==> src/hw/rtl/pbq_div_pipe.sv <==
`timescale 1ns / 1ps

module pbq_div_pipe #(
    parameter int QUO_W  = 29,
    parameter int REM_W  = 14,
    parameter int STAGES = 5
) (
    input  logic             clk,
    input  logic             en,
    input  logic [REM_W-1:0] divisor,
    input  logic [REM_W-1:0] rem_in,
    input  logic [QUO_W-1:0] quo_in,
    output logic [QUO_W-1:0] quo_out
);

    localparam int SPS = (QUO_W + STAGES - 1) / STAGES;

    logic [REM_W-1:0] rem_reg  [STAGES];
    logic [QUO_W-1:0] quo_reg  [STAGES];
    logic [REM_W-1:0] rem_next [STAGES];
    logic [QUO_W-1:0] quo_next [STAGES];

    // Restoring division: the dividend bits shift out of the top of the
    // quotient word while quotient bits shift in at the bottom.
    always_comb
    begin
        logic [REM_W:0]   trial;
        logic [REM_W-1:0] r;
        logic [QUO_W-1:0] q;
        trial = '0;
        r     = '0;
        q     = '0;
        for (int s = 0; s < STAGES; s++)
        begin
            if (s == 0)
            begin
                r = rem_in;
                q = quo_in;
            end
            else
            begin
                r = rem_reg[s-1];
                q = quo_reg[s-1];
            end
            for (int k = 0; k < SPS; k++)
            begin
                if (s * SPS + k < QUO_W)
                begin
                    trial = {r, q[QUO_W-1]};
                    if (trial >= {1'b0, divisor})
                    begin
                        trial = trial - {1'b0, divisor};
                        q     = {q[QUO_W-2:0], 1'b1};
                    end
                    else
                    begin
                        q     = {q[QUO_W-2:0], 1'b0};
                    end
                    r = trial[REM_W-1:0];
                end
            end
            rem_next[s] = r;
            quo_next[s] = q;
        end
    end

    always_ff @(posedge clk)
    begin
        if (en)
        begin
            for (int s = 0; s < STAGES; s++)
            begin
                rem_reg[s] <= rem_next[s];
                quo_reg[s] <= quo_next[s];
            end
        end
    end

    assign quo_out = quo_reg[STAGES-1];

endmodule

==> config.mk <==
export PLATFORM = sky130hd
export DESIGN_NAME = pbq_div_pipe
export DESIGN_NICKNAME = d
export VERILOG_FILES = /design/src/hw/rtl/pbq_div_pipe.sv
export SDC_FILE = /design/constraint.sdc
export NUM_CORES = 1
export LEC_CHECK = 0
export ABC_CLOCK_PERIOD_IN_PS = 41400
export BUFFER_PORTS_ARGS = -buffer_cell sky130_fd_sc_hd__buf_2
export CAP_MARGIN = 20
export CORE_UTILIZATION = 30
export CTS_CLUSTER_DIAMETER = 80
export DETAILED_ROUTE_END_ITERATION = 10
export GPL_TIMING_DRIVEN = 0
export SYNTH_ARGS = -nofsm -noshare
export SYNTH_HDL_FRONTEND = slang
export SYNTH_SLANG_ARGS = --single-unit
==> constraint.sdc <==
create_clock -name clk -period 41.4 [get_ports clk]
set_clock_uncertainty 0.15 [all_clocks]
set_input_delay 2.07 -clock clk [delete_from_list [all_inputs] [get_ports clk]]
set_output_delay 2.07 -clock clk [all_outputs]
set_load 0.01 [all_outputs]
==> run metrics, run 1 <==
yosys warns=0; initial antenna violation count=4; Seq cells post-synth=201; Post-synth EDFFs=201; dpl cells=4775; CTS root buffer=clkbuf_16; final setup fails=0; Synth area leaders=edfxtp_1, ha_1, mux2_2; Vias=26100; worst slew pin tran=0.9286 ns; unrepaired setup endpoints after global routing=false; CP endpoint kind=register; average wire per standard cell=17.59 um; DRC=0; via/cell ratio=5.407; area added between synthesis and finish=11.54%; die height=315.9 um; WP data arrival=22.73 ns; Tmin final=22.55 ns; routability congestion estimate from global placement=0.9035; Yosys top cell area share=20.42%; overall routing resource usage=16.57%; TritonCTS clock tree=built; CTS Buffer Depth=3; fin area=0.03298 sq mm; synth cell count leaders=ha_1, a21oi_1, nand2_1; status=finished, final reports clean; Synth Area per Inst=8.703 sq um; setup_tns=0 ns; H-tree Lvls=1; largest net degree at the start of global routing=115; non-filler cells, final=4828; Slew Viols, Final=0; reg2reg setup slack=21.07 ns; placed cell area=0.03192 sq mm; DR iter-0 viols=1776; type of the worst setup path=in -> reg; Die ar.=0.09981 sq mm; fmax=44.35 MHz; cell with the most instances after synthesis=ha_1; vias in the first global route=24580; cell row count=114; Post-CTS Resized=0; Critical Path Start Type=input port; GRT Residual Overflow=0; worst-skew pair later-pin latency=0.60 ns; number of flip-flops in the largest register=145; clock-pin slew on the worst setup and hold paths=0.06 ns; Routed WL=84930 um; Layout Nets=4023; IO Pins=88; Hold Violations, Final=0; final worst path period share=54.46%; Max-Slew Margin vs Limit=36.50%; crit-path max cell delay=0.63 ns; Mapped Cells=3397; layout cells sized above 1=13.20%; port bufs=87; Die Wd=315.9 um; Max Cap Viol=0; Starting Density=30.44%; CP required=41.59 ns; Post-CTS Setup Inserts=0; Core Region=0.09714 sq mm; top cell type by total area after synthesis=edfxtp_1; CP Max Fanout=24; Top FF cell, synth=edfxtp_1; Crit path top cell by count=o21ai_0; Antenna Nets Post-Route=0; clk sinks=201; post-synth net total=3890; TritonCTS Buffers=29; Final Util=33.95%; drt first pass iters=6; async set-reset flop share out of synthesis=0%; first-pass GRT wire length=133100 um; Detailed Place HPWL=65800 um; HP Class=reg -> reg; Synth Cell Area=0.02956 sq mm; # fillers=9956; distinct cell type count after synthesis=97; Seq/Total Area, Yosys=20.42%; critical path's slowest cell=o21ai_0; CTS Hold Buffers Added=0; ANT cells=0
==> cell families after synthesis <==
family	after synthesis	share of synthesized area, %
xor+xnor	262	7.762
mux	258	9.675
simple gates	893	15.26
buf+inv	306	4.380
fa+ha+maj	434	19.08
flops	201	20.42
compound gates	1043	23.43
==> cell usage in the layout (no fill, tap or decap), types with 24 or more instances in the layout <==
master	synthesis	final
a211oi_1	44	44
a21boi_0	30	30
a21o_1	121	121
a21oi_1	289	289
a221o_1	24	24
a31oi_1	32	32
and2_1	26	26
and3_1	25	25
buf_2	17	102
buf_4	31	32
clkbuf_1	30	31
clkbuf_16	0	29
edfxtp_1	201	201
fa_1	28	28
ha_1	406	406
inv_1	207	194
mux2_2	183	183
mux2i_1	66	66
nand2_1	208	208
nand2b_1	53	53
nand3_1	51	51
nand4_1	62	62
nor2_1	207	207
nor2b_1	72	72
nor3_1	73	73
o211ai_1	29	29
o21a_1	49	49
o21ai_0	198	198
o21bai_1	30	30
o31ai_1	25	25
xnor2_1	176	176
xor2_1	86	86
==> critical path: cells and delay by family <==
kind,cells,cell delay (ns)
adder cells (fa/ha/maj),6,2.12
buffers and inverters,15,4.91
AO/OA/AOI/OAI,38,9.14
multiplexers,2,0.66
AND/OR/NAND/NOR,14,3.76
==> stage by stage <==
stage                     hold slack, ns  setup slack, ns
after floorplan                   0.2503            23.07
after global routing              0.2713            16.94
final                             0.2655            18.85
after global placement            0.2505            16.66
after detailed placement          0.2545            18.31
after CTS                         0.2632            18.92
==> worst paths after layout <==
check / to / cells after the start / start
max: rem_reg[0][52] / 75 / divisor[1]
min: quo_reg[0][52] / 0 / quo_reg[0][17]
max reg2reg: rem_reg[0][52] / 72 / rem_reg[0][39]
min reg2reg: quo_reg[0][52] / 0 / quo_reg[0][17]
==> area by class of cell <==
type                            count  area [sq um]  area share [%]
Tap cell                         1276          1597           4.842
Timing Repair Buffer              102         755.7           2.292
Multi-Input combinational cell   2890         22230           67.43
Inverter                          217         814.5           2.470
Clock inverter                     23         329.1          0.9979
Sequential cell                   201          6036           18.30
Clock buffer                       30         729.5           2.212
Buffer                             89         480.5           1.457
==> routing by layer <==
layer  vias to the layer above  track usage, %  wire length (um)
met1                     12330           22.37             40010
met2                       538           27.59             38550
met5                         -               0                51
li1                      13100               -                 -
met3                       132           1.489              3621
met4                         8           5.621              2702
Power of run 1 is not shown: default switching activity piles up to over one toggle a cycle in this logic, so the estimate is an artifact.
==> inputs of run 2 (changes only) <==
ABC_AREA = 1   (was unset)
ABC_CLOCK_PERIOD_IN_PS = 19900   (was 41400)
clock period = 19.9 ns   (was 41.4 ns; I/O delays follow)
==> run metrics, run 2 <==
vias in the first global route=26250 (+6.8%); Critical Path Start Type=input port; Tmin final=15.25 ns; CP endpoint kind=register; status=finished with violations; synth cell count leaders=nand2_1, inv_1, ha_1; ANT cells=0 (unchanged); TritonCTS Buffers=30 (+3.4%); async set-reset flop share out of synthesis=0% (unchanged); crit-path max cell delay=0.61 ns (-0.02 ns); CTS Buffer Depth=3 (unchanged); hold endpoint=quo_reg[0][109]; Max-Slew Margin vs Limit=43.26% (+6.8 points); distinct cell type count after synthesis=59 (-39%); HP Start=quo_reg[0][74]; reg2reg setup slack=6.04 ns (-15.03 ns); clock-pin slew on the worst setup and hold paths=0.07 ns (about the same); cell with the most instances after synthesis=nand2_1; CP required=20.09 ns (-21.50 ns); clk sinks=201 (unchanged); post-synth net total=4722 (+21%); failing checks=design-rule violations; Die ar.=0.09940 sq mm (-0.41%); initial antenna violation count=0 (-4); WP data arrival=15.44 ns (-7.29 ns); r2r worst-path depth=77 (+6.9%); CTS root buffer=clkbuf_16; GRT Residual Overflow=0 (unchanged); layout cells sized above 1=7.984% (-5.2 points); Routed WL=85860 um (+1.1%); largest net degree at the start of global routing=103 (-10%); Post-CTS Resized=0 (unchanged); worst slew pin tran=0.8511 ns (-0.07748 ns); final worst path period share=76.64%; DRC=2 (+2); unrepaired setup endpoints after global routing=false; worst-skew pair later-pin latency=0.62 ns (+0.02 ns); drt first pass iters=10 (+4); RR Startpoint=rem_reg[0][15]; routability congestion estimate from global placement=0.9118 (+0.92%); Vias=28010 (+7.3%); Seq/Total Area, Yosys=20.50% (+0.085 points); reg-to-reg endpoint=rem_reg[0][40]; Mapped Cells=4229 (+24%); Hold Violations, Final=0 (unchanged); IO Pins=88 (unchanged); Post-synth EDFFs=201 (unchanged); average wire per standard cell=15.17 um (-14%); final setup fails=0 (unchanged); CP Max Fanout=24 (unchanged); DR iter-0 viols=1891 (+6.5%); type of the worst setup path=in -> reg; top cell type by total area after synthesis=edfxtp_1; commonest non-fill, non-tap cell in the layout=nand2_1; Hold Path Cell Cnt=0 (unchanged); Synth area leaders=edfxtp_1, ha_1, nand2_1; CTS Hold Buffers Added=0 (unchanged); via/cell ratio=4.949 (-8.5%); fmax=65.57 MHz; Starting Density=30.35% (-0.082 points); number of flip-flops in the largest register=145 (unchanged); area added between synthesis and finish=11.69%; Synth Area per Inst=6.962 sq um (-20%); Seq cells post-synth=201 (unchanged); die height=315.3 um (-0.21%); Slew Viols, Final=0 (unchanged); setup_tns=0 ns (unchanged); Max Cap Viol=0 (unchanged); critical path's slowest cell=buf_4; Synth Cell Area=0.02944 sq mm (-0.41%); HP Class=reg -> reg; Core Region=0.09699 sq mm (-0.15%); Die Wd=315.3 um (-0.21%); port bufs=87 (unchanged); Post-CTS Setup Inserts=0 (unchanged); cell row count=114 (unchanged); yosys warns=0 (unchanged); Crit path top cell by count=nand2_1; Layout Nets=4856 (+21%); TritonCTS clock tree=built; Antenna Nets Post-Route=0 (unchanged); Top FF cell, synth=edfxtp_1; most frequent cells in the layout=nand2_1, inv_1, ha_1; overall routing resource usage=17.00% (+0.43 points); Detailed Place HPWL=67400 um (+2.4%); first-pass GRT wire length=136600 um (+2.6%); H-tree Lvls=1 (unchanged); Yosys top cell area share=20.50% (+0.085 points)
[run 2: cell count changes in the layout (fill, tap and decap cells not counted), moves of 53 or more]
cell,change
nand2_1,+971
inv_1,+264
nand3_1,+252
mux2_2,-182
xor2_1,+103
a21o_1,-101
nor2b_1,-72
xnor2_1,-68
mux2i_1,-66
a21oi_1,+64
nand2b_1,-53
[run 2: how the worst max path moves through the flow]
stage | startpoint | end | slack, ns | cells past startpoint
CTS | divisor[1] | rem_reg[0][47] | 4.72 | 80
global route | divisor[1] | rem_reg[0][47] | 3.21 | 80
floorplan | divisor[1] | rem_reg[0][17] | 7.45 | 79
detailed placement | divisor[1] | rem_reg[0][47] | 4.10 | 80
global placement | divisor[1] | rem_reg[0][47] | 2.33 | 79
finish | divisor[1] | rem_reg[0][47] | 4.65 | 80
[run 2: per-stage QoR]
step                      util, %  instance area (sq um)  instances  worst slack (ns)  hold slack, ns
after detailed placement    32.79                  31800       5607             4.104          0.2545
after CTS                   33.90                  32880       5660             4.720          0.2602
after global routing        33.90                  32880       5660             3.206          0.2701
after global placement      32.45                  31470       5592             2.334          0.2530
final                       33.90                  32880       5660             4.650          0.2562
after floorplan                 -                  29440       4229             7.447          0.2503
[run 2: per-layer routing]
| layer | up-vias | part of all wire [%] | track usage (%) |
|---|---|---|---|
| li1 | 14620 | - | - |
| met1 | 12680 | 49 | 23.76 |
| met2 | 602 | 44 | 27.67 |
| met3 | 111 | 4.5 | 2.072 |
| met4 | 0 | 2.3 | 4.040 |
| met5 | - | 0 | 0 |
[run 2: cells by family (layout without fill, tap and decap cells)]
group / after synthesis / after routing / share of synthesized area [%]
adders and majority gates: 434 / 434 / 19.16
muxes: 1 / 1 / 0.03824
AOI/OAI and AO/OA: 815 / 815 / 15.35
xor gates and xnor gates: 297 / 297 / 8.835
DFF: 201 / 201 / 20.50
buffers and inverters: 579 / 734 / 8.295
and+or+nand+nor: 1902 / 1902 / 27.83
[run 2: area by class of cell]
class | count | area (sq um)
multi-input cells | 3449 | 20960
well taps | 1276 | 1597
inverters | 485 | 1823
fillers | 10460 | 64110
clock buffers | 32 | 758.2
flip-flops and latches | 201 | 6036
repair buffers | 102 | 763.2
plain buffers | 94 | 619.3
clock inverters | 21 | 324.1
[run 2: worst max-delay path: cells and delay by family]
kind,cells,cell delay [ns]
simple gates,34,3.88
fa+ha+maj,6,2.23
buf+inv,16,3.63
compound gates,24,4.63
Power of run 2 is left out for the same reason.
