## src/hw/rtl/pbq_pkg.sv

```systemverilog
`timescale 1ns / 1ps

package pbq_pkg;

    localparam int ADDR_W = 4;
    localparam int DATA_W = 32;

    typedef enum logic [1:0] {
        REG_ACCELERATION = 2'd0,
        REG_GRAVITY      = 2'd1,
        REG_BASE_SIZE    = 2'd2,
        REG_LIFE_SPAN    = 2'd3
    } reg_index_t;

    localparam logic [15:0] ACCEL_RESET     = 16'd0;
    localparam logic [15:0] GRAVITY_RESET   = 16'd0;
    localparam logic [15:0] BASE_SIZE_RESET = 16'd256;
    localparam logic [15:0] LIFE_SPAN_RESET = 16'd1000;

    localparam int FRONT_STAGES = 4;
    localparam int DIV_STAGES   = 5;
    localparam int NUM_W        = 50;
    localparam int QUO_W        = 29;
    localparam int ALPHA_W      = 16;

    // Position: n / 2000000 = (n >> 7) / 15625.
    localparam logic [10:0] POS_VEL_SCALE = 11'd2000;
    localparam int          POS_SHIFT     = 7;
    localparam int          POS_RW        = 14;
    localparam logic [POS_RW-1:0] POS_DIVISOR = 14'd15625;
    localparam logic [NUM_W-1:0]  POS_ROUND   = 50'd1000000;

    // Half size: n / 512000 = (n >> 12) / 125.
    localparam logic [17:0] HALF_BASE_SCALE = 18'd256000;
    localparam int          HALF_SHIFT      = 12;
    localparam int          HALF_RW         = 7;
    localparam logic [HALF_RW-1:0] HALF_DIVISOR = 7'd125;
    localparam logic [NUM_W-1:0]   HALF_ROUND   = 50'd256000;

    localparam logic [15:0] Q8_ONE = 16'd256;

    typedef struct packed {
        logic [9:0]         particle_index;
        logic [15:0]        age_ms;
        logic signed [15:0] vel_x;
        logic signed [15:0] vel_y;
        logic signed [15:0] size_factor;
    } particle_t;

    typedef struct packed {
        logic [9:0]         index_out;
        logic signed [31:0] left_x;
        logic signed [31:0] right_x;
        logic signed [31:0] bottom_y;
        logic signed [31:0] top_y;
        logic [15:0]        alpha;
        logic               expired;
    } quad_t;

    typedef struct packed {
        logic signed [15:0] acceleration;
        logic signed [15:0] gravity;
        logic [15:0]        base_size;
        logic [15:0]        life_span_ms;
        logic [15:0]        life_div;
    } cfg_t;

    typedef struct packed {
        logic [9:0] index;
        logic       x_neg;
        logic       y_neg;
        logic       h_neg;
    } side_t;

    typedef struct packed {
        side_t               side;
        logic [POS_RW-1:0]   x_rem;
        logic [QUO_W-1:0]    x_quo;
        logic [POS_RW-1:0]   y_rem;
        logic [QUO_W-1:0]    y_quo;
        logic [HALF_RW-1:0]  h_rem;
        logic [QUO_W-1:0]    h_quo;
        logic [ALPHA_W-1:0]  a_rem;
        logic [ALPHA_W-1:0]  a_quo;
    } front_t;

endpackage

```

## src/hw/rtl/pbq_regs.sv

```systemverilog
`timescale 1ns / 1ps

module pbq_regs (
    input  logic                        clk,
    input  logic                        rst_n,
    input  logic                        psel,
    input  logic                        penable,
    input  logic                        pwrite,
    input  logic [pbq_pkg::ADDR_W-1:0]  paddr,
    input  logic [pbq_pkg::DATA_W-1:0]  pwdata,
    output logic [pbq_pkg::DATA_W-1:0]  prdata,
    output logic                        pready,
    output pbq_pkg::cfg_t               cfg
);

    logic [15:0] accel_reg;
    logic [15:0] gravity_reg;
    logic [15:0] base_size_reg;
    logic [15:0] life_span_reg;
    pbq_pkg::reg_index_t index;
    logic        wr_en;

    assign index  = pbq_pkg::reg_index_t'(paddr[3:2]);
    assign pready = 1'b1;
    assign wr_en  = psel && penable && pwrite && pready;

    always_ff @(posedge clk or negedge rst_n)
    begin
        if (!rst_n)
        begin
            accel_reg     <= pbq_pkg::ACCEL_RESET;
            gravity_reg   <= pbq_pkg::GRAVITY_RESET;
            base_size_reg <= pbq_pkg::BASE_SIZE_RESET;
            life_span_reg <= pbq_pkg::LIFE_SPAN_RESET;
        end
        else if (wr_en)
        begin
            case (index)
                pbq_pkg::REG_ACCELERATION: accel_reg     <= pwdata[15:0];
                pbq_pkg::REG_GRAVITY:      gravity_reg   <= pwdata[15:0];
                pbq_pkg::REG_BASE_SIZE:    base_size_reg <= pwdata[15:0];
                pbq_pkg::REG_LIFE_SPAN:    life_span_reg <= pwdata[15:0];
                default:                   accel_reg     <= accel_reg;
            endcase
        end
    end

    always_comb
    begin
        case (index)
            pbq_pkg::REG_ACCELERATION: prdata = {16'd0, accel_reg};
            pbq_pkg::REG_GRAVITY:      prdata = {16'd0, gravity_reg};
            pbq_pkg::REG_BASE_SIZE:    prdata = {16'd0, base_size_reg};
            pbq_pkg::REG_LIFE_SPAN:    prdata = {16'd0, life_span_reg};
            default:                   prdata = '0;
        endcase
    end

    always_comb
    begin
        cfg.acceleration = $signed(accel_reg);
        cfg.gravity      = $signed(gravity_reg);
        cfg.base_size    = base_size_reg;
        cfg.life_span_ms = life_span_reg;
        // A zero lifespan divides as one.
        cfg.life_div     = (life_span_reg == 16'd0) ? 16'd1 : life_span_reg;
    end

endmodule

```

## config.mk

```make
export PLATFORM = sky130hd
export DESIGN_NAME = pbq_regs
export DESIGN_NICKNAME = d
export VERILOG_FILES = /design/src/hw/rtl/pbq_pkg.sv /design/src/hw/rtl/pbq_regs.sv
export SDC_FILE = /design/constraint.sdc
export NUM_CORES = 1
export LEC_CHECK = 0
export ABC_AREA = 1
export BUFFER_PORTS_ARGS = -buffer_cell sky130_fd_sc_hd__buf_2
export CAP_MARGIN = 0
export CELL_PAD_IN_SITES_DETAIL_PLACEMENT = 1
export CELL_PAD_IN_SITES_GLOBAL_PLACEMENT = 1
export CORE_UTILIZATION = 25
export CTS_CLUSTER_SIZE = 8
export DETAILED_ROUTE_END_ITERATION = 12
export HOLD_SLACK_MARGIN = 0.12
export MAX_ROUTING_LAYER = met4
export PLACE_DENSITY_LB_ADDON = 0.25
export RECOVER_POWER = 100
export SYNTH_ARGS = -nofsm -noshare
export SYNTH_HDL_FRONTEND = slang
export SYNTH_SLANG_ARGS = --single-unit
```

## constraint.sdc

```tcl
create_clock -name clk -period 0.97 [get_ports clk]
set_clock_uncertainty 0.2 [all_clocks]
set_input_delay 0.097 -clock clk [delete_from_list [all_inputs] [get_ports clk]]
set_output_delay 0.097 -clock clk [all_outputs]
set_load 0.01 [all_outputs]
```

==> reports/results.tsv, run 1 <==
metric	value	unit
run_status	complete, but fails checks	
failed_checks	negative hold slack, negative setup slack	
max_cap_viol_count	0	
fp.dieH	117	microns
path_clk_slew	0.06	ns
synth_top_cells_by_area	sky130_fd_sc_hd__dfrtp_1 (43%), sky130_fd_sc_hd__nand2_1 (21%), sky130_fd_sc_hd__dfstp_2 (5.6%)	
path_max_fanout	2	
setup_viol	142	
drive_gt1_share	52.9	%
gp_routability_congestion	0.811	
worst_hold_class	in2async	
dominant_combinational_cell_family_by_area_after_synthesis	simple AND/OR/NAND/NOR gates	
cts-root-to-sink-buffers	2	
largest_net_degree_at_the_start_of_global_routing	28	
dr.pass1.iters	4	
dp.final_hpwl	9140	microns
route.vias.total	3745	
ctsRootBufferMaster	sky130_fd_sc_hd__clkbuf_16	
final.period_utilization	165	%
core_area	12700	sq um
cts_num_sinks	64	
final_wirelength	14400	microns
synth.largest_area_cell	sky130_fd_sc_hd__dfrtp_1	
nNetsFinal	699	
yosys-mux-area-fraction	0	%
post_synth_xor_area_fraction	0	%
dieWidth	117	microns
floorplan.die_area	13600	sq um
place_ws	-0.411	ns
insertedDiodeCount	0	
worst_setup_path_start_kind	flop	
critical-path-top-cell-by-count	sky130_fd_sc_hd__nand2_1	
final_antenna_net_count	0	
final-max-slew-violation-count	0	
finalHoldViolations	2	
cp.required	0.67	ns
tritoncts_clock_tree	yes	
start_util	25.8	%
critical-path-max-stage-delay	0.55	ns
io_pins	154	
placement_rows	41	
yosysWarningCount	0	
final_core_util	50.5	%
setup_repair_after_global_routing_missed_its_margin	true	
synthesis.area_per_instance	7.83	sq um
cp-end-kind	output pin	
first_pass_grt_wire_length	20500	microns
synth_compound_gate_area_share	9.74	%
worstPathArrival	1.31	ns
ir_worst_vdd	767	uV
routed_wire_length_per_instance	17.3	microns
fin_ws	-0.632	ns
power_leakage	3.26	nW
insertion_delay	0.33	ns
fin_crit	1.60	ns
power_density	1960	nW/um^2
htree_num_levels	3	
global_route.usage.total	21.2	%
vias_per_cell	4.49	
initial_antenna_violation_count	0	
cts-buffers-inserted	9	
fin_hold_ws	-0.0396	ns
synth_cells	420	
fin_cells	835	
port-buffer-count	118	
yosysTopAreaCellShare	43.4	%
post-place-cells	762	
commonest_non_fill_non_tap_cells_in_the_layout	sky130_fd_sc_hd__buf_6 (170), sky130_fd_sc_hd__nand2_1 (151), sky130_fd_sc_hd__dfrtp_1 (57), sky130_fd_sc_hd__buf_2 (42), sky130_fd_sc_hd__o21ai_2 (37)	
mostFrequentLayoutCell	sky130_fd_sc_hd__buf_6	
overflow	0	
max_freq	624	MHz
drc	0	
synth.distinct_cells	20	
post_synth_instance_area	3290	sq um
post-layout-total-power	12.6	mW
detailedRoute.firstIterationViolations	103	
post_synth_and_or_nand_nor_area_fraction	28.5	%
ys_seq_elements	64	
synth-adder-area-share	0	%
crit_path_cell_trace	nor2_1, nand2_1, nor2_2, nand2_1, nand2_2, buf_6	
vias_in_the_first_global_route	3831	
crit_path_top_delay_cell	sky130_fd_sc_hd__dfstp_2	
synth_sequential_area_ratio	49.0	%
worst-setup-path-type	reg2out	
area_growth	95.3	%
## cell usage after synthesis
master,instances
sky130_fd_sc_hd__nand2_1,182
sky130_fd_sc_hd__dfrtp_1,57
sky130_fd_sc_hd__o21ai_0,33
sky130_fd_sc_hd__o21ai_1,31
sky130_fd_sc_hd__inv_1,18
sky130_fd_sc_hd__buf_4,17
sky130_fd_sc_hd__clkbuf_1,17
sky130_fd_sc_hd__nand4_1,16
sky130_fd_sc_hd__nor2_1,10
sky130_fd_sc_hd__buf_6,9
sky130_fd_sc_hd__dfstp_2,7
sky130_fd_sc_hd__buf_2,5
sky130_fd_sc_hd__inv_2,5
sky130_fd_sc_hd__nand2_4,3
sky130_fd_sc_hd__nor2_4,3
sky130_fd_sc_hd__clkbuf_2,2
sky130_fd_sc_hd__conb_1,2
sky130_fd_sc_hd__nand3_2,1
sky130_fd_sc_hd__nand3_4,1
sky130_fd_sc_hd__nor2_8,1
## stage by stage
step	instance area [sq um]	TNS, ns
global route	6420	-43.87
detailed placement	4600	-27.01
CTS	5970	-36.82
floorplan	3360	-1.33
global placement	4600	-25.27
finish	6420	-39.30
## routing by layer
layer | part of all wire (%) | routed length, microns | GRT usage [%] | up-vias
met1 | 42 | 6000 | 25.1 | 1852
met4 | 1.6 | 225 | 8.02 | 0
met5 | 0 | 0 | - | -
met2 | 53 | 7700 | 36.6 | 105
li1 | - | - | - | 1773
met3 | 3.4 | 484 | 2.65 | 15
## path summary, 6_finish.rpt
check	start	endpoint	slack (ns)	cells past startpoint
worst min register to register	gravity_reg[14]	gravity_reg[14]	0.34	2
max in group asynchronous	rst_n	base_size_reg[8]	0.06	3
min in group clk	paddr[2]	life_span_reg[9]	0.07	5
worst max-delay path	life_span_reg[9]	cfg[0]	-0.63	6
worst max register to register	life_span_reg[15]	life_span_reg[15]	-0.25	5
worst min-delay path	rst_n	base_size_reg[2]	-0.04	2
## power by group
| part | internal (mW) | total [mW] | switching (mW) |
|---|---|---|---|
| combinational | 3.38 | 5.78 | 2.40 |
| sequential | 3.27 | 3.73 | 0.461 |
| clock | 1.86 | 3.10 | 1.23 |
| total | 8.51 | 12.6 | 4.09 |
## cells by family after synthesis
kind of cell | Yosys count
buffers and inverters | 73
AO/OA/AOI/OAI | 64
flip-flops | 64
other | 2
AND/OR/NAND/NOR | 217
## worst max-delay path: cells and delay by family, from the launching register on
family,cells,cell delay [ns]
flip-flops,1,0.55
buffers and inverters,1,0.12
AND/OR/NAND/NOR,5,0.30
## area by class of cell
cell class / instances / area, sq um
fill: 1508 / 6300
timing repair buffer: 262 / 2670
sequential: 64 / 1610
multi-input combinational: 298 / 1560
clock buffer: 13 / 260
tap: 172 / 215
inverter: 23 / 88.8
clock inverter: 3 / 17.5
## what timing repair did
item	in CTS	in global routing
endpoints found under the hold margin	128	71
pin swaps	35	30
hold buffers	17	1
setup endpoints to repair	131	162
cloned	0	1
resized for setup	182	101
buffers inserted	17	32
Power figures use the tool's default switching activity.
==> run 2: changes to the inputs <==
--- a/config.mk
+++ b/config.mk
@@ -17,6 +17,7 @@
 export MAX_ROUTING_LAYER = met4
 export PLACE_DENSITY_LB_ADDON = 0.25
 export RECOVER_POWER = 100
+export SETUP_SLACK_MARGIN = 0.4
 export SYNTH_ARGS = -nofsm -noshare
 export SYNTH_HDL_FRONTEND = slang
 export SYNTH_SLANG_ARGS = --single-unit
==> run 2 against run 1 <==
The run still ends with negative hold slack, negative setup slack left. Combinational power grew 4.2%. Register-to-register slack lost 0.06 ns. Critical path depth shrank 1. Fmax grew 0.33%. Non-clock buffer count grew 4. Via count shrank 0.51%. Routed wire length shrank 3.2%. Sequential power shrank 1%. Clock power grew 14%. Critical path type unchanged.
==> reports/results.tsv, run 2 (same netlist as run 1, synthesis figures left out) <==
metric	value	unit	change
setup_viol	128		-9.9%
largest_net_degree_at_the_start_of_global_routing	32		+14%
run_status	complete, but fails checks		
io_pins	154		unchanged
detailedRoute.firstIterationViolations	110		+6.8%
setup_repair_after_global_routing_missed_its_margin	true		
insertion_delay	0.34	ns	about the same
final_antenna_net_count	0		unchanged
start_util	25.8	%	unchanged
worstPathArrival	1.30	ns	about the same
global_route.usage.total	21.1	%	-0.066 points
fin_hold_ws	-0.525	ns	-0.485 ns
path_max_fanout	4		+2
vias_per_cell	4.44		-0.98%
drive_gt1_share	55.6	%	+2.7 points
routed_wire_length_per_instance	16.6	microns	-3.7%
filler_cell_count	1488		-1.3%
placement_rows	41		unchanged
commonest_non_fill_non_tap_cells_in_the_layout	sky130_fd_sc_hd__buf_6 (178), sky130_fd_sc_hd__nand2_1 (154), sky130_fd_sc_hd__dfrtp_1 (57), sky130_fd_sc_hd__buf_2 (45), sky130_fd_sc_hd__o21ai_2 (41)		
ctsRootBufferMaster	sky130_fd_sc_hd__clkbuf_16		
route.vias.total	3726		-0.51%
cts-buffers-inserted	9		unchanged
final_core_util	50.7	%	+0.19 points
fin_crit	1.60	ns	-0.00530 ns
initial_antenna_violation_count	0		unchanged
worst_hold_class	in2async		
overflow	0		unchanged
power_density	2050	nW/um^2	+4.6%
worst_setup_path_start_kind	flop		
tritoncts_clock_tree	yes		
fp.dieH	117	microns	unchanged
drc	0		unchanged
fin_ws	-0.627	ns	+0.00530 ns
setup.worst_path.start	life_span_reg[9]		
worst-setup-path-type	reg2out		
core_area	12700	sq um	unchanged
post-layout-total-power	13.2	mW	+5.0%
htree_num_levels	3		unchanged
insertedDiodeCount	0		unchanged
failed_checks	negative hold slack, negative setup slack		
final.period_utilization	165	%	-0.55 points
cp-end-kind	output pin		
first_pass_grt_wire_length	20400	microns	-0.51%
max_cap_viol_count	0		unchanged
dieWidth	117	microns	unchanged
nNetsFinal	703		+0.57%
finalHoldViolations	70		+68
max_freq	626	MHz	+0.33%
cp.required	0.67	ns	about the same
crit-reg2reg-launch	life_span_reg[13]		
final-max-slew-violation-count	0		unchanged
cts_num_sinks	64		unchanged
cts-root-to-sink-buffers	2		unchanged
final_wirelength	13900	microns	-3.2%
area_growth	96.0	%	
path_clk_slew	0.06	ns	about the same
gp_routability_congestion	0.747		-7.9%
dr.pass1.iters	4		unchanged
ir_worst_vdd	774	uV	+0.89%
dp.final_hpwl	8610	microns	-5.9%
vias_in_the_first_global_route	3814		-0.44%
mostFrequentLayoutCell	sky130_fd_sc_hd__buf_6		
power_leakage	3.29	nW	+0.93%
port-buffer-count	118		unchanged
floorplan.die_area	13600	sq um	unchanged
==> run 2: cell types whose count changed in the layout (fill, tap and decap cells not counted), moves of 4 or more <==
cell                            delta
sky130_fd_sc_hd__o21ai_2           +4
sky130_fd_sc_hd__clkbuf_1          +4
sky130_fd_sc_hd__clkbuf_2          +5
sky130_fd_sc_hd__o21ai_0           +7
sky130_fd_sc_hd__clkbuf_4          +5
sky130_fd_sc_hd__o21ai_1          -11
sky130_fd_sc_hd__dlygate4sd3_1    -17
sky130_fd_sc_hd__buf_6             +8
==> run 2: cell type report <==
class	count	area (sq um)	area share, %
Clock buffer	13	250	3.88
Clock inverter	3	65.1	1.01
Inverter	23	96.3	1.49
Multi-Input combinational cell	298	1560	24.2
Sequential cell	64	1610	25.0
Tap cell	172	215	3.34
Timing Repair Buffer	266	2650	41.1
==> run 2: where the power goes <==
group / internal (mW) / leakage (nW) / total (mW) / switching [mW]
sequential: 3.27 / 0.797 / 3.69 / 0.429
combinational: 3.54 / 2.34 / 6.02 / 2.47
clock: 2.32 / 0.154 / 3.52 / 1.20
==> run 2: worst paths after layout <==
kind                                     end  slack, ns  cells after the start
setup / recovery                   prdata[9]      -0.63                      5
hold / removal                gravity_reg[9]      -0.52                      1
max in group asynchronous   life_span_reg[5]       0.23                      2
setup reg to reg           life_span_reg[13]      -0.31                      6
min in group clk            life_span_reg[6]      -0.20                      3
hold reg to reg                 accel_reg[9]       0.31                      2
==> run 2: repair_timing <==
action | CTS | global route
setup buffers | 25 | 40
hold endpoints to repair | 128 | 128
endpoints found under the setup margin | 160 | 160
pin swaps | 32 | 46
resized for setup | 195 | 73
gates cloned | 1 | 0
==> run 2: routing by layer <==
| layer | routed length, microns | up-vias | track usage [%] |
|---|---|---|---|
| met5 | 0 | - | - |
| met2 | 7410 | 85 | 36.4 |
| met3 | 344 | 13 | 2.85 |
| met4 | 155 | 0 | 6.08 |
| li1 | - | 1773 | - |
| met1 | 6030 | 1855 | 25.7 |
==> run 2: stage by stage <==
stage | hold slack [ns] | worst slack [ns] | instances | setup TNS [ns] | cell area [sq um]
floorplan | -0.399 | -0.141 | 435 | -1.62 | 3420
global placement | -0.215 | -0.257 | 757 | -19.12 | 4570
detailed placement | -0.222 | -0.287 | 757 | -21.60 | 4570
CTS | -0.571 | -0.615 | 799 | -36.67 | 5990
global route | -0.504 | -0.696 | 839 | -44.89 | 6440
finish | -0.525 | -0.627 | 839 | -40.85 | 6440
==> run 2: critical path: stages (launching register included) <==
cell                      delay (ns)
sky130_fd_sc_hd__dfstp_2        0.54
sky130_fd_sc_hd__buf_6          0.09
sky130_fd_sc_hd__buf_6          0.11
sky130_fd_sc_hd__nand2_2        0.04
sky130_fd_sc_hd__nand4_1        0.05
sky130_fd_sc_hd__buf_2          0.13
==> run 3: changes to the inputs <==
--- a/config.mk
+++ b/config.mk
@@ -14,7 +14,6 @@
 export CTS_CLUSTER_SIZE = 8
 export DETAILED_ROUTE_END_ITERATION = 12
 export HOLD_SLACK_MARGIN = 0.12
-export MAX_ROUTING_LAYER = met4
 export PLACE_DENSITY_LB_ADDON = 0.25
 export RECOVER_POWER = 100
 export SETUP_SLACK_MARGIN = 0.4
==> run 3 against run 2 <==
The flow still finishes with violations (negative hold slack, negative setup slack). Critical path depth is the same. Flip-flop and latch count is the same. Combinational power is essentially flat. Clock power is essentially flat. First-iteration DRC count grew 15%. Via count grew 0.48%. Core utilization is the same. Routed wire length grew 0.19%. Worst hold slack lost 0.0022 ns. Global-route usage shrank 0.60 points.
==> reports/results.tsv, run 3 (same netlist as run 1, synthesis figures left out) <==
metric	value	unit	change
detailedRoute.firstIterationViolations	126		+15%
logic_pwr_share	45.5	%	about the same
sequential_cell_area	1610	sq um	unchanged
commonest_non_fill_non_tap_cells_in_the_layout	sky130_fd_sc_hd__buf_6 (178), sky130_fd_sc_hd__nand2_1 (154), sky130_fd_sc_hd__dfrtp_1 (57), sky130_fd_sc_hd__buf_2 (45), sky130_fd_sc_hd__o21ai_2 (41)		
switching_share	31.0	%	about the same
port-buffer-count	118		unchanged
post-layout-total-power	13.2	mW	about the same
initial_antenna_violation_count	0		unchanged
io_pins	154		unchanged
first_pass_grt_wire_length	20500	microns	+0.10%
filler_cell_count	1488		unchanged
largest_net_degree_at_the_start_of_global_routing	32		unchanged
max_freq	627	MHz	+0.17%
final_antenna_net_count	0		unchanged
crit_path_top_delay_cell	sky130_fd_sc_hd__dfstp_2		
final-max-slew-violation-count	0		unchanged
crit_path_cell_trace	buf_6, buf_6, nand2_2, nand4_1, buf_2		
area_growth	96.0	%	unchanged
grt_use_met3	3.11	%	+0.26 points
cts-buffers-inserted	9		unchanged
grt_busiest_layer	met2		
critical-path-top-cell-by-count	sky130_fd_sc_hd__buf_6		
vias_in_the_first_global_route	3813		-0.026%
ctsRootBufferMaster	sky130_fd_sc_hd__clkbuf_16		
failed_checks	negative hold slack, negative setup slack		
insertion_delay	0.33	ns	about the same
vias_per_cell	4.46		+0.48%
worst_setup_path_start_kind	flop		
dp.final_hpwl	8610	microns	unchanged
power_leakage	3.29	nW	unchanged
routed_wire_length_per_instance	16.6	microns	+0.19%
worst_hold_class	in2async		
power.switching	4.10	mW	about the same
fin_ws	-0.624	ns	+0.00269 ns
start_util	25.8	%	unchanged
mostFrequentLayoutCell	sky130_fd_sc_hd__buf_6		
global_route.usage.total	20.5	%	-0.60 points
cell_internal_pwr	9.13	mW	about the same
route.vias.total	3744		+0.48%
drive_gt1_share	55.6	%	unchanged
gr-usage-met1	25.6	%	-0.065 points
tritoncts_clock_tree	yes		
multiInputGateArea	1560	sq um	unchanged
path_max_fanout	4		unchanged
worst-setup-path-type	reg2out		
core_area	12700	sq um	unchanged
setup_repair_after_global_routing_missed_its_margin	true		
htree_num_levels	3		unchanged
final_wirelength	14000	microns	+0.19%
fp.dieH	117	microns	unchanged
critical-path-max-stage-delay	0.54	ns	about the same
floorplan.die_area	13600	sq um	unchanged
fin_hold_ws	-0.527	ns	-0.00221 ns
cts_num_sinks	64		unchanged
cp-end-kind	output pin		
power_density	2050	nW/um^2	about the same
setup_viol	128		unchanged
overflow	0		unchanged
finalHoldViolations	70		unchanged
max_cap_viol_count	0		unchanged
final.period_utilization	164	%	-0.28 points
fin_crit	1.59	ns	-0.00269 ns
pwr-share-seq	27.9	%	about the same
dieWidth	117	microns	unchanged
cp.required	0.67	ns	about the same
placement_rows	41		unchanged
gp_routability_congestion	0.738		-1.2%
worstPathArrival	1.30	ns	about the same
ir_worst_vdd	775	uV	about the same
cts-root-to-sink-buffers	2		unchanged
nNetsFinal	703		unchanged
p_clk_share	26.6	%	about the same
drc	0		unchanged
path_clk_slew	0.06	ns	about the same
fraction_of_met2_tracks_used_by_global_routing	36.4	%	unchanged
run_status	complete, but fails checks		
dr.pass1.iters	4		unchanged
insertedDiodeCount	0		unchanged
run 3: what timing repair did:
item                                    4_1_cts  5_1_grt
buffers inserted                             25       40
pin swaps                                    32       46
endpoints found under the setup margin      160      160
cloned                                        1        0
endpoints found under the hold margin       128      128
resized for setup                           195       73
run 3: routing by layer:
metal,part of all wire [%],up-vias
met2,53,78
met3,2.6,13
met5,0,-
li1,-,1779
met1,43,1874
met4,1.1,0
run 3: layout make-up:
type	count	share of cell area [%]
clock buffers	13	3.88
clock inverters	3	1.01
inverters	23	1.49
multi-input cells	298	24.2
flip-flops and latches	64	25.0
well taps	172	3.34
repair buffers	266	41.1
run 3: final timing paths:
path                                   startpoint                 to  cells after the start  slack, ns
worst max-delay path             life_span_reg[9]          prdata[9]                      5      -0.62
worst min-delay path                        rst_n     gravity_reg[9]                      1      -0.53
worst max register to register  life_span_reg[13]  life_span_reg[13]                      6      -0.31
worst min register to register       accel_reg[9]       accel_reg[9]                      2       0.31
max in group asynchronous                   rst_n   life_span_reg[3]                      2       0.23
min in group clk                        pwdata[6]   life_span_reg[6]                      3      -0.20
run 3: critical path: cells and delay by family, from the launching register on:
| family | cells | cell delay [ns] |
|---|---|---|
| buffers and inverters | 3 | 0.33 |
| flip-flops | 1 | 0.54 |
| AND/OR/NAND/NOR | 2 | 0.09 |
run 3: through the flow:
step	setup WS, ns	cell area [sq um]	instances	TNS [ns]	util [%]
2_1_floorplan	-0.141	3420	435	-1.62	-
3_3_place_gp	-0.257	4570	757	-19.12	35.9
3_5_place_dp	-0.287	4570	757	-21.60	35.9
4_1_cts	-0.615	5990	799	-36.67	47.1
5_1_grt	-0.696	6440	839	-44.93	50.7
6_report	-0.624	6440	839	-40.77	50.7
run 3: power by group through the flow:
| stage | sequential (mW) | clock, mW | combinational [mW] |
|---|---|---|---|
| 3_3_place_gp | 3.61 | 0 | 3.39 |
| 6_report | 3.69 | 3.52 | 6.02 |
| 3_5_place_dp | 3.64 | 0 | 3.46 |
| 5_1_grt | 3.75 | 3.67 | 6.46 |
| 4_1_cts | 3.70 | 3.56 | 5.21 |
| 2_1_floorplan | 3.99 | 0 | 1.15 |
